File: config.mk
export PLATFORM = sky130hd
export DESIGN_NAME = lifo_stack_with_middle_reverse_core
export DESIGN_NICKNAME = d
export VERILOG_FILES = /design/src/sv/lsmr_pkg.sv /design/src/sv/lifo_stack_with_middle_reverse_core.sv
export SDC_FILE = /design/constraint.sdc
export NUM_CORES = 1
export LEC_CHECK = 0
export BUFFER_PORTS_ARGS = -buffer_cell sky130_fd_sc_hd__buf_2
export CORE_UTILIZATION = 30
export DETAILED_ROUTE_END_ITERATION = 6
export PLACE_DENSITY_LB_ADDON = 0.25
export SETUP_SLACK_MARGIN = 0.5
export SLEW_MARGIN = 20
export SYNTH_ARGS = -nofsm -noshare
export SYNTH_HDL_FRONTEND = slang
export SYNTH_SLANG_ARGS = --single-unit
File: constraint.sdc
create_clock -name clock -period 5.9 [get_ports clock]
set_input_delay 0.59 -clock clock [delete_from_list [all_inputs] [get_ports clock]]
set_output_delay 0.59 -clock clock [all_outputs]
set_load 0.005 [all_outputs]
File: src/sv/lsmr_pkg.sv
`timescale 1ns / 1ps

package lsmr_pkg;

   // Word and field widths
   localparam int DATA_W   = 32;
   localparam int OP_W     = 2;
   localparam int STATUS_W = 2;
   localparam int COUNT_W  = 5;

   // Default number of stored words
   localparam int DEPTH_DEFAULT = 16;

   // Opcodes
   localparam logic [OP_W-1:0] OP_PUSH = 2'd0;
   localparam logic [OP_W-1:0] OP_POP  = 2'd1;
   localparam logic [OP_W-1:0] OP_PEEK = 2'd2;
   localparam logic [OP_W-1:0] OP_REV  = 2'd3;

   // Status codes
   localparam logic [STATUS_W-1:0] ST_OK    = 2'd0;
   localparam logic [STATUS_W-1:0] ST_UNDER = 2'd1;
   localparam logic [STATUS_W-1:0] ST_OVER  = 2'd2;

endpackage

File: src/sv/lifo_stack_with_middle_reverse_core.sv
`timescale 1ns / 1ps

// LIFO stack of DEPTH signed 32-bit words held in one synchronous memory with
// one write port and two registered read ports. A word is accepted when start
// is high and busy is low; every word gives exactly one result, shown for one
// cycle with rsp_strobe, and the receiver cannot stall it. Push, and any pop,
// peek or reverse that has nothing to read or swap, answers on the cycle after
// acceptance with busy staying low, so one such word per cycle. A pop or peek
// of a stored word first reads the memory into its read register, then loads
// the result register in S_READ; busy is high for one cycle, so no new word is
// taken until the read is done. Reverse-middle swaps entries t..count-t-1 with
// t = (count+2)/4; each swap reads both ends, then writes low, then writes
// high, floor((count-2t)/2) swaps in all, with busy high all the while.
// The memory needs no clearing after reset; only entries below the count are
// ever used.
module lifo_stack_with_middle_reverse_core #(
   parameter int DEPTH = lsmr_pkg::DEPTH_DEFAULT
) (
   input  logic                                  clock,
   input  logic                                  reset,
   input  logic                                  start,
   output logic                                  busy,
   input  logic [lsmr_pkg::OP_W-1:0]             req_opcode,
   input  logic signed [lsmr_pkg::DATA_W-1:0]    req_value,
   output logic                                  rsp_strobe,
   output logic signed [lsmr_pkg::DATA_W-1:0]    rsp_data,
   output logic [lsmr_pkg::STATUS_W-1:0]         rsp_status,
   output logic [lsmr_pkg::COUNT_W-1:0]          rsp_count,
   output logic                                  rsp_is_empty
);

   localparam int ADDR_W = $clog2(DEPTH);
   localparam int FILL_W = $clog2(DEPTH + 1);

   typedef enum logic [2:0] {
      S_IDLE,
      S_READ,
      S_SWAP_RD,
      S_WR_LO,
      S_WR_HI
   } state_type;

   state_type                          state_ff, state_in;
   logic [FILL_W-1:0]                  fill_ff, fill_in;
   logic [FILL_W-1:0]                  lo_ff, lo_in;
   logic [FILL_W-1:0]                  hi_ff, hi_in;
   logic                               strobe_ff, strobe_in;
   logic [lsmr_pkg::DATA_W-1:0]        data_ff, data_in;
   logic [lsmr_pkg::STATUS_W-1:0]      status_ff, status_in;
   logic [lsmr_pkg::COUNT_W-1:0]       count_ff, count_in;
   logic                               empty_ff, empty_in;

   // Memory and its ports
   logic [lsmr_pkg::DATA_W-1:0]        mem [DEPTH];
   logic [lsmr_pkg::DATA_W-1:0]        rd_a_ff, rd_b_ff;
   logic                               mem_we, mem_re;
   logic [ADDR_W-1:0]                  mem_waddr, mem_raddr_a, mem_raddr_b;
   logic [lsmr_pkg::DATA_W-1:0]        mem_wdata;

   // Derived pointers
   logic [FILL_W-1:0]                  fill_m1, hi_m1, t_val;
   logic [FILL_W:0]                    fill_p2;
   logic [FILL_W+lsmr_pkg::COUNT_W-1:0] count_ext;
   logic                               accept;

   assign accept  = start && !busy;
   assign fill_m1 = fill_ff - FILL_W'(1);
   assign hi_m1   = hi_ff - FILL_W'(1);
   assign fill_p2 = {1'b0, fill_ff} + (FILL_W+1)'(2);
   assign t_val   = {1'b0, fill_p2[FILL_W:2]};

   // Next state, memory controls and result
   always_comb begin
      state_in    = state_ff;
      fill_in     = fill_ff;
      lo_in       = lo_ff;
      hi_in       = hi_ff;
      strobe_in   = 1'b0;
      data_in     = data_ff;
      status_in   = status_ff;
      mem_we      = 1'b0;
      mem_re      = 1'b0;
      mem_waddr   = fill_ff[ADDR_W-1:0];
      mem_wdata   = req_value;
      mem_raddr_a = fill_m1[ADDR_W-1:0];
      mem_raddr_b = hi_m1[ADDR_W-1:0];

      unique case (state_ff)
         S_IDLE: begin
            if (accept) begin
               data_in   = '0;
               status_in = lsmr_pkg::ST_OK;
               unique case (req_opcode)
                  lsmr_pkg::OP_PUSH: begin
                     strobe_in = 1'b1;
                     if (fill_ff == FILL_W'(DEPTH)) begin
                        status_in = lsmr_pkg::ST_OVER;
                     end else begin
                        mem_we  = 1'b1;
                        fill_in = fill_ff + FILL_W'(1);
                     end
                  end
                  lsmr_pkg::OP_POP, lsmr_pkg::OP_PEEK: begin
                     if (fill_ff == '0) begin
                        strobe_in = 1'b1;
                        status_in = lsmr_pkg::ST_UNDER;
                     end else begin
                        mem_re   = 1'b1;
                        state_in = S_READ;
                        if (req_opcode == lsmr_pkg::OP_POP) begin
                           fill_in = fill_m1;
                        end
                     end
                  end
                  lsmr_pkg::OP_REV: begin
                     lo_in = t_val;
                     hi_in = fill_ff - t_val;
                     if (({1'b0, t_val} + (FILL_W+1)'(1)) < {1'b0, fill_ff - t_val}) begin
                        state_in = S_SWAP_RD;
                     end else begin
                        strobe_in = 1'b1;
                     end
                  end
                  default: begin
                     strobe_in = 1'b1;
                  end
               endcase
            end
         end
         S_READ: begin
            strobe_in = 1'b1;
            data_in   = rd_a_ff;
            state_in  = S_IDLE;
         end
         S_SWAP_RD: begin
            mem_re      = 1'b1;
            mem_raddr_a = lo_ff[ADDR_W-1:0];
            state_in    = S_WR_LO;
         end
         S_WR_LO: begin
            mem_we    = 1'b1;
            mem_waddr = lo_ff[ADDR_W-1:0];
            mem_wdata = rd_b_ff;
            state_in  = S_WR_HI;
         end
         S_WR_HI: begin
            mem_we    = 1'b1;
            mem_waddr = hi_m1[ADDR_W-1:0];
            mem_wdata = rd_a_ff;
            lo_in     = lo_ff + FILL_W'(1);
            hi_in     = hi_m1;
            if (({1'b0, lo_ff} + (FILL_W+1)'(3)) < {1'b0, hi_ff}) begin
               state_in = S_SWAP_RD;
            end else begin
               strobe_in = 1'b1;
               state_in  = S_IDLE;
            end
         end
         default: begin
            state_in = S_IDLE;
         end
      endcase

      count_ext = {{lsmr_pkg::COUNT_W{1'b0}}, fill_in};
      count_in  = count_ext[lsmr_pkg::COUNT_W-1:0];
      empty_in  = (fill_in == '0);
   end

   // Hold state and registered outputs
   always_ff @(posedge clock) begin
      if (reset) begin
         state_ff  <= S_IDLE;
         fill_ff   <= '0;
         strobe_ff <= 1'b0;
      end else begin
         state_ff  <= state_in;
         fill_ff   <= fill_in;
         strobe_ff <= strobe_in;
      end
      lo_ff     <= lo_in;
      hi_ff     <= hi_in;
      data_ff   <= data_in;
      status_ff <= status_in;
      count_ff  <= count_in;
      empty_ff  <= empty_in;
   end

   // Write one word, read two words with registered data
   always_ff @(posedge clock) begin
      if (mem_we) begin
         mem[mem_waddr] <= mem_wdata;
      end
      if (mem_re) begin
         rd_a_ff <= mem[mem_raddr_a];
         rd_b_ff <= mem[mem_raddr_b];
      end
   end

   assign busy         = (state_ff != S_IDLE);
   assign rsp_strobe   = strobe_ff;
   assign rsp_data     = data_ff;
   assign rsp_status   = status_ff;
   assign rsp_count    = count_ff;
   assign rsp_is_empty = empty_ff;

   // Checks
   a_fill_bound: assert property (@(posedge clock) disable iff (reset)
      fill_ff <= FILL_W'(DEPTH))
      else $error("fill exceeds depth");

   a_push_answers: assert property (@(posedge clock) disable iff (reset)
      (accept && req_opcode == lsmr_pkg::OP_PUSH) |=> rsp_strobe)
      else $error("push gave no result on the next cycle");

   a_error_zero: assert property (@(posedge clock) disable iff (reset)
      (rsp_strobe && rsp_status != lsmr_pkg::ST_OK) |-> rsp_data == '0)
      else $error("error result carries a nonzero word");

   a_swap_range: assert property (@(posedge clock) disable iff (reset)
      (state_ff == S_SWAP_RD) |-> (({1'b0, lo_ff} + (FILL_W+1)'(1)) < {1'b0, hi_ff}))
      else $error("swap issued with crossed pointers");

   a_pop_waits: assert property (@(posedge clock) disable iff (reset)
      (accept && req_opcode == lsmr_pkg::OP_POP && fill_ff != '0)
      |=> (busy && !rsp_strobe) ##1 rsp_strobe)
      else $error("pop of a stored word not answered after its read");

endmodule

======== Word-level counts from Yosys, hierarchy flattened ========
Memory sizes are Yosys's and may differ from the RTL's. A register that Yosys moved wholly into a read port is not among the register bits.
Cells that the tools add are included.
storage, ports and cells
  register bits ........................... 59
  RAM bits ................................ 512
  output and inout bits ................... 42
  logic and storage cells ................. 90
  memories kept ........................... 1
memories
  name  depth  width  read ports  clocked after memory_dff  wr ports  line                                       text
  mem   16     32     2           2                         1         lifo_stack_with_middle_reverse_core.sv:54  logic [lsmr_pkg::DATA_W-1:0] mem [DEPTH];
operators by class
  add/sub/neg operators ................... 8
  magnitude comparators ................... 2
  eq/ne operators ......................... 13
  multiplexer cells ....................... 42
  reductions and logical operators ........ 15
operator list
  kind                   number
  $pmux W32 S2           2
  $mux W5                9
  $mux W32               1
  $pmux W5 S2            3
  $mux W1                13
  $add A5 B2 Y6 const B  2
  $pmux W3 S4            1
  $add A5 B1 Y5 const B  2
  $logic_not A5 Y1       2
  $sub A5 B1 Y5 const B  2
  $mux W3                3
  $pmux W4 S2            1
  $eq A3 B2 Y1 const B   2
  $lt A6 B5 Y1           1
  $ne A3 B3 Y1 const B   2
  $pmux W1 S3            2
  $pmux W3 S2            1
  $add A4 B1 Y5 const B  1
  $eq A5 B5 Y1 const B   1
  $lt A5 B5 Y1           1
  $sub A5 B4 Y5          1
  $eq A2 B2 Y1 const B   2
  $mux W2                2
  $mux W4                1
  18 further kinds       22

======== Logic depth before layout (Yosys ltp) ========
  word-level depth ........................ 7
  gate-level depth with buffers ........... 17
  mapped depth without buffers ............ 15

======== Worst setup path after synthesis ========
Ideal clock, no wire load.
  path kind ............................... register -> register
  from .................................... register fill_ff[0]
  to ...................................... register rd_a_ff[0] (netlist bit) (read register of mem) (enable)
  library setup time ...................... 565 ps
  data arrival time ....................... 5898 ps
  required time ........................... 5335 ps
  setup slack ............................. -563 ps
  cell stages (with the launch flop) ...... 9
  path buffers ............................ 3
  clock period less this slack ............ 6463 ps
  path through ............................ dfxtp_1 buf_2 buf_4 buf_4 inv_1 ha_1 or4b_2 a31oi_1 nor3_1
on the way
  cells in the longest elaborated chain, start to end .. 5
  elaborated cells on any way between the ends .. 7
RTL lines
  what                      line                                        text
  start: declaration        lifo_stack_with_middle_reverse_core.sv:44   logic [FILL_W-1:0] fill_ff, fill_in;
  start signal: assignment  lifo_stack_with_middle_reverse_core.sv:177  fill_ff <= fill_in;
  $logic_not A5 Y1          lifo_stack_with_middle_reverse_core.sv:104  if (fill_ff == '0) begin
  $mux W1                   lifo_stack_with_middle_reverse_core.sv:104
  $mux W1                   lifo_stack_with_middle_reverse_core.sv:93   unique case (req_opcode)
  $mux W1                   lifo_stack_with_middle_reverse_core.sv:90   if (accept) begin
  $pmux W1 S2               lifo_stack_with_middle_reverse_core.sv:88   unique case (state_ff)
  via mem_re                lifo_stack_with_middle_reverse_core.sv:56   logic mem_we, mem_re;
  end: declaration          lifo_stack_with_middle_reverse_core.sv:55   logic [lsmr_pkg::DATA_W-1:0] rd_a_ff, rd_b_ff;
The timed path passes the listed nets, and every way through them passes these cells.
A chain may end at the register's enable or synchronous reset.

======== Final worst setup path ========
  from .................................... register state_ff[0]
  to ...................................... memory mem[2][21] (netlist bit) (enable)
on the way
  cells in the longest elaborated chain, start to end .. 7
  elaborated cells on any way between the ends .. 12
RTL lines
  what                           line                                        text
  start: declaration             lifo_stack_with_middle_reverse_core.sv:43   state_type state_ff, state_in;
  start signal: assignment       lifo_stack_with_middle_reverse_core.sv:176  state_ff <= state_in;
  $reduce_bool A3 Y1             lifo_stack_with_middle_reverse_core.sv:199  assign busy = (state_ff != S_IDLE);
  $logic_not A1 Y1               lifo_stack_with_middle_reverse_core.sv:66   assign accept = start && !busy;
  $logic_and A1 B1 Y1            lifo_stack_with_middle_reverse_core.sv:66
  $mux W1                        lifo_stack_with_middle_reverse_core.sv:90
  $pmux W1 S2                    lifo_stack_with_middle_reverse_core.sv:88
  $mux W1                        lifo_stack_with_middle_reverse_core.sv:190  if (mem_we) begin
  $mux W1 (implied by the code)  lifo_stack_with_middle_reverse_core.sv:191  mem[mem_waddr] <= mem_wdata;
  end: declaration               lifo_stack_with_middle_reverse_core.sv:54
Several ways; a longest one is shown, not always the timed one.

==> results.py <==
metrics = {
    "cts": {
        "post_cts_buffers": 0,
        "clock_path_buffers": 3,
        "clkLatencyLatePin_ns": 0.65,
        "cts_sinks": 635,
        "cts_resized": 0,
        "htreeDepth": 3,
        "root_buffer": "clkbuf_16",
        "cts_tree": "built",
        "cts_hold_buf": 0,
        "cts_buffers": 72,
        "clkTransAtPathRegs_ns": 0.06,
    },
    "global_route": {
        "grt_pass1_vias": 20000,
        "antenna_found_initial": 2,
        "grt_max_degree": 91,
        "grt_overflow": 0,
        "grt_use_total": 0.182,
        "grt_pass1_wl_mm": 148,
    },
    "routing": {
        "avgRoutedWirePerCell_um": 29.7,
        "drt_first_pass_iters": 6,
        "drc_errors": 0,
        "ant_nets": 0,
        "vias": 19900,
        "viasPerCell": 5.78,
        "routed_wl_mm": 102,
        "first_iter_violations": 1976,
    },
    "yosys": {
        "ys_ff_latch": 635,
        "synthSimpleGateAreaFrac": 0.0507,
        "syn_area_per_cell_um2": 17.9,
        "synth_enable_flop_cells": 620,
        "synth_top_family_by_area": "multiplexers",
        "synth.distinct_cells": 65,
        "seq_area_frac_synth": 0.569,
        "syn_area_um2": 33300,
        "post-synth-top-area-cell": "edfxtp_1",
        "synth_compound_area_frac": 0.0510,
        "synthAdderAreaFrac": 0.00865,
        "ys.warnings.count": 0,
        "synth-main-ff-cell": "edfxtp_1",
        "synth_most_common_cell": "edfxtp_1",
        "synth_top_area_frac": 0.560,
        "synthCells": 1857,
        "synthMuxAreaShare": 0.292,
        "synth_area_leaders": "edfxtp_1 56%, mux4_2 28%, nand2_1 1.7%",
        "synthArstFlopShare": 0,
        "synth_fp_nets": 1917,
        "synth_xor_area_frac": 0.00474,
        "synth_common_cells": "620 x edfxtp_1, 416 x mux4_2, 149 x nand2_1, 80 x clkbuf_1, 71 x and2_1",
    },
    "power": {
        "p_leak_nw": 12.0,
        "power_density_nw_per_um2": 278,
        "vdd_drop_max_uv": 182,
    },
    "floorplan": {
        "rows": 121,
        "dieArea_um2": 112000,
        "pin_count": 79,
        "fp.dieW_um": 335,
        "core-area_um2": 109000,
        "start_util": 0.304,
        "die_height_um": 335,
    },
    "place": {
        "port_buffers": 78,
        "place.gp.congestion": 0.786,
        "post-dp-hpwl_mm": 61.6,
        "dp.cells": 3306,
    },
    "timing": {
        "setup_viol": 0,
        "fin_worst_skew_ns": 0.0354,
        "slew_headroom": 0.264,
        "finalCritPeriodShare": 0.775,
        "maxSlewViolCount": 0,
        "worstMarginPinSlew_ns": 1.10,
        "max_freq_ghz": 0.219,
        "rsz0062_at_grt": "false",
        "finalSetupTns_ns": 0,
        "hold_violations": 0,
        "finalCriticalPeriod_ns": 4.58,
    },
    "worst_setup_path": {
        "critPathArrivalTime_ns": 4.83,
        "ff2ff_path_depth": 7,
        "cp_max_fo": 22,
        "rr_endpoint": "mem[2][21]",
        "r2r_start": "state_ff[0]",
        "cp.required_ns": 6.16,
        "cp-end-kind": "register",
        "startpoint_type": "register",
        "crit_type": "register to register",
        "ff2ff_setup_slack_ns": 1.32,
    },
    "job": {
        "cap_violations": 0,
    },
    "layout": {
        "instances_no_fill": 3438,
        "nNetsFinal": 1964,
        "area_growth_pct": 14.1,
        "nFillCells": 10200,
        "layout-drive-gt1-share": 0.369,
    },
    "hold_path": {
        "hold_path.class": "input pin to register",
        "hold_depth": 2,
        "hold_path.startpoint": "reset",
        "hold_end": "fill_ff[4]",
    },
    "status": {
        "status": "complete, no violations",
    },
}
metal layers:
metal / wire length [um] / GRT usage
met5: 0 / 0
met4: 1570 / 0.0362
met3: 7540 / 0.0325
met2: 49200 / 0.295
met1: 44000 / 0.257
power by group:
group          internal (mW)  switching [mW]
registers               5.02          0.0375
logic                  0.375           0.537
clock network           2.62            1.96
flip-flops by register name, summed over array words and instances (netlist names):
signal and count:
fill_ff 5, lo_ff 5, rsp_count 5, rsp_status 2, hi_ff 5, rd_b_ff 32, state_ff 3, rd_a_ff 32
rsp_strobe 1, mem 512, rsp_is_empty 1, rsp_data 32
worst max path at each step:
stage                 end  slack [ns]  depth (start not counted)         from
2_1_floorplan  rd_a_ff[0]        1.40                          8   fill_ff[0]
3_3_place_gp   mem[1][15]        1.44                          8   fill_ff[0]
3_5_place_dp   mem[2][21]        1.35                          7  state_ff[0]
4_1_cts        mem[2][15]        1.31                          8   fill_ff[0]
5_1_grt        mem[1][15]        1.13                          8   fill_ff[0]
6_report       mem[2][21]        1.32                          7  state_ff[0]
placed cells by master, fill, tap and decap left out, drive strengths merged, types with 15 or more instances in the layout:
| cell | synthesis | routed |
|---|---|---|
| o21ai | 16 | 16 |
| o22ai | 33 | 33 |
| clkbuf | 80 | 78 |
| dfxtp | 15 | 15 |
| mux2i | 33 | 33 |
| edfxtp | 620 | 620 |
| inv | 24 | 26 |
| a211oi | 37 | 37 |
| mux4 | 416 | 416 |
| a2111oi | 34 | 34 |
| buf | 77 | 130 |
| nor2 | 36 | 36 |
| and3 | 33 | 33 |
| and2 | 71 | 71 |
| ha | 23 | 23 |
| nand2 | 150 | 150 |
| a21oi | 22 | 22 |
| clkinv | 1 | 36 |
| a22oi | 33 | 33 |
metrics by stage:
step / total power [mW] / instance area (um2) / hold slack (ns) / util / setup WS (ns)
finish: 10.6 / 38000 / 0.201 / 0.347 / 1.32
global route: 10.9 / 38000 / 0.183 / 0.347 / 1.13
CTS: 10.7 / 38000 / 0.171 / 0.347 / 1.31
detailed placement: 6.08 / 35500 / 0.548 / 0.325 / 1.35
global placement: 6.07 / 35400 / 0.557 / 0.324 / 1.44
floorplan: 5.74 / 33300 / 0.525 / - / 1.40
critical path, cell delays in order, from the launching register on:
cell,delay (ns)
dfxtp_1,0.79
and3b_2,0.79
nor2_4,0.27
buf_4,0.31
o21ai_0,0.30
nand3_1,0.46
nor2_4,0.66
buf_4,0.59
cell type report:
cell class / count / area, um2 / area share
Antenna cell: 2 / 5.00 / 0.000132
Clock buffer: 78 / 1820 / 0.0481
Clock inverter: 52 / 583 / 0.0154
Inverter: 25 / 98.8 / 0.00260
Multi-Input combinational cell: 1040 / 13800 / 0.363
Sequential cell: 635 / 18900 / 0.498
Tap cell: 1476 / 1850 / 0.0487
Timing Repair Buffer: 130 / 891 / 0.0235
kinds of logic (layout without fill, tap and decap cells):
kind of cell | after synthesis | count (layout)
simple gates | 338 | 338
mux | 449 | 449
flops | 635 | 635
compound gates | 212 | 212
xor+xnor | 18 | 18
buf+inv | 182 | 285
other cells | 0 | 2
fa+ha+maj | 23 | 23
Power figures use the tool's default switching activity.
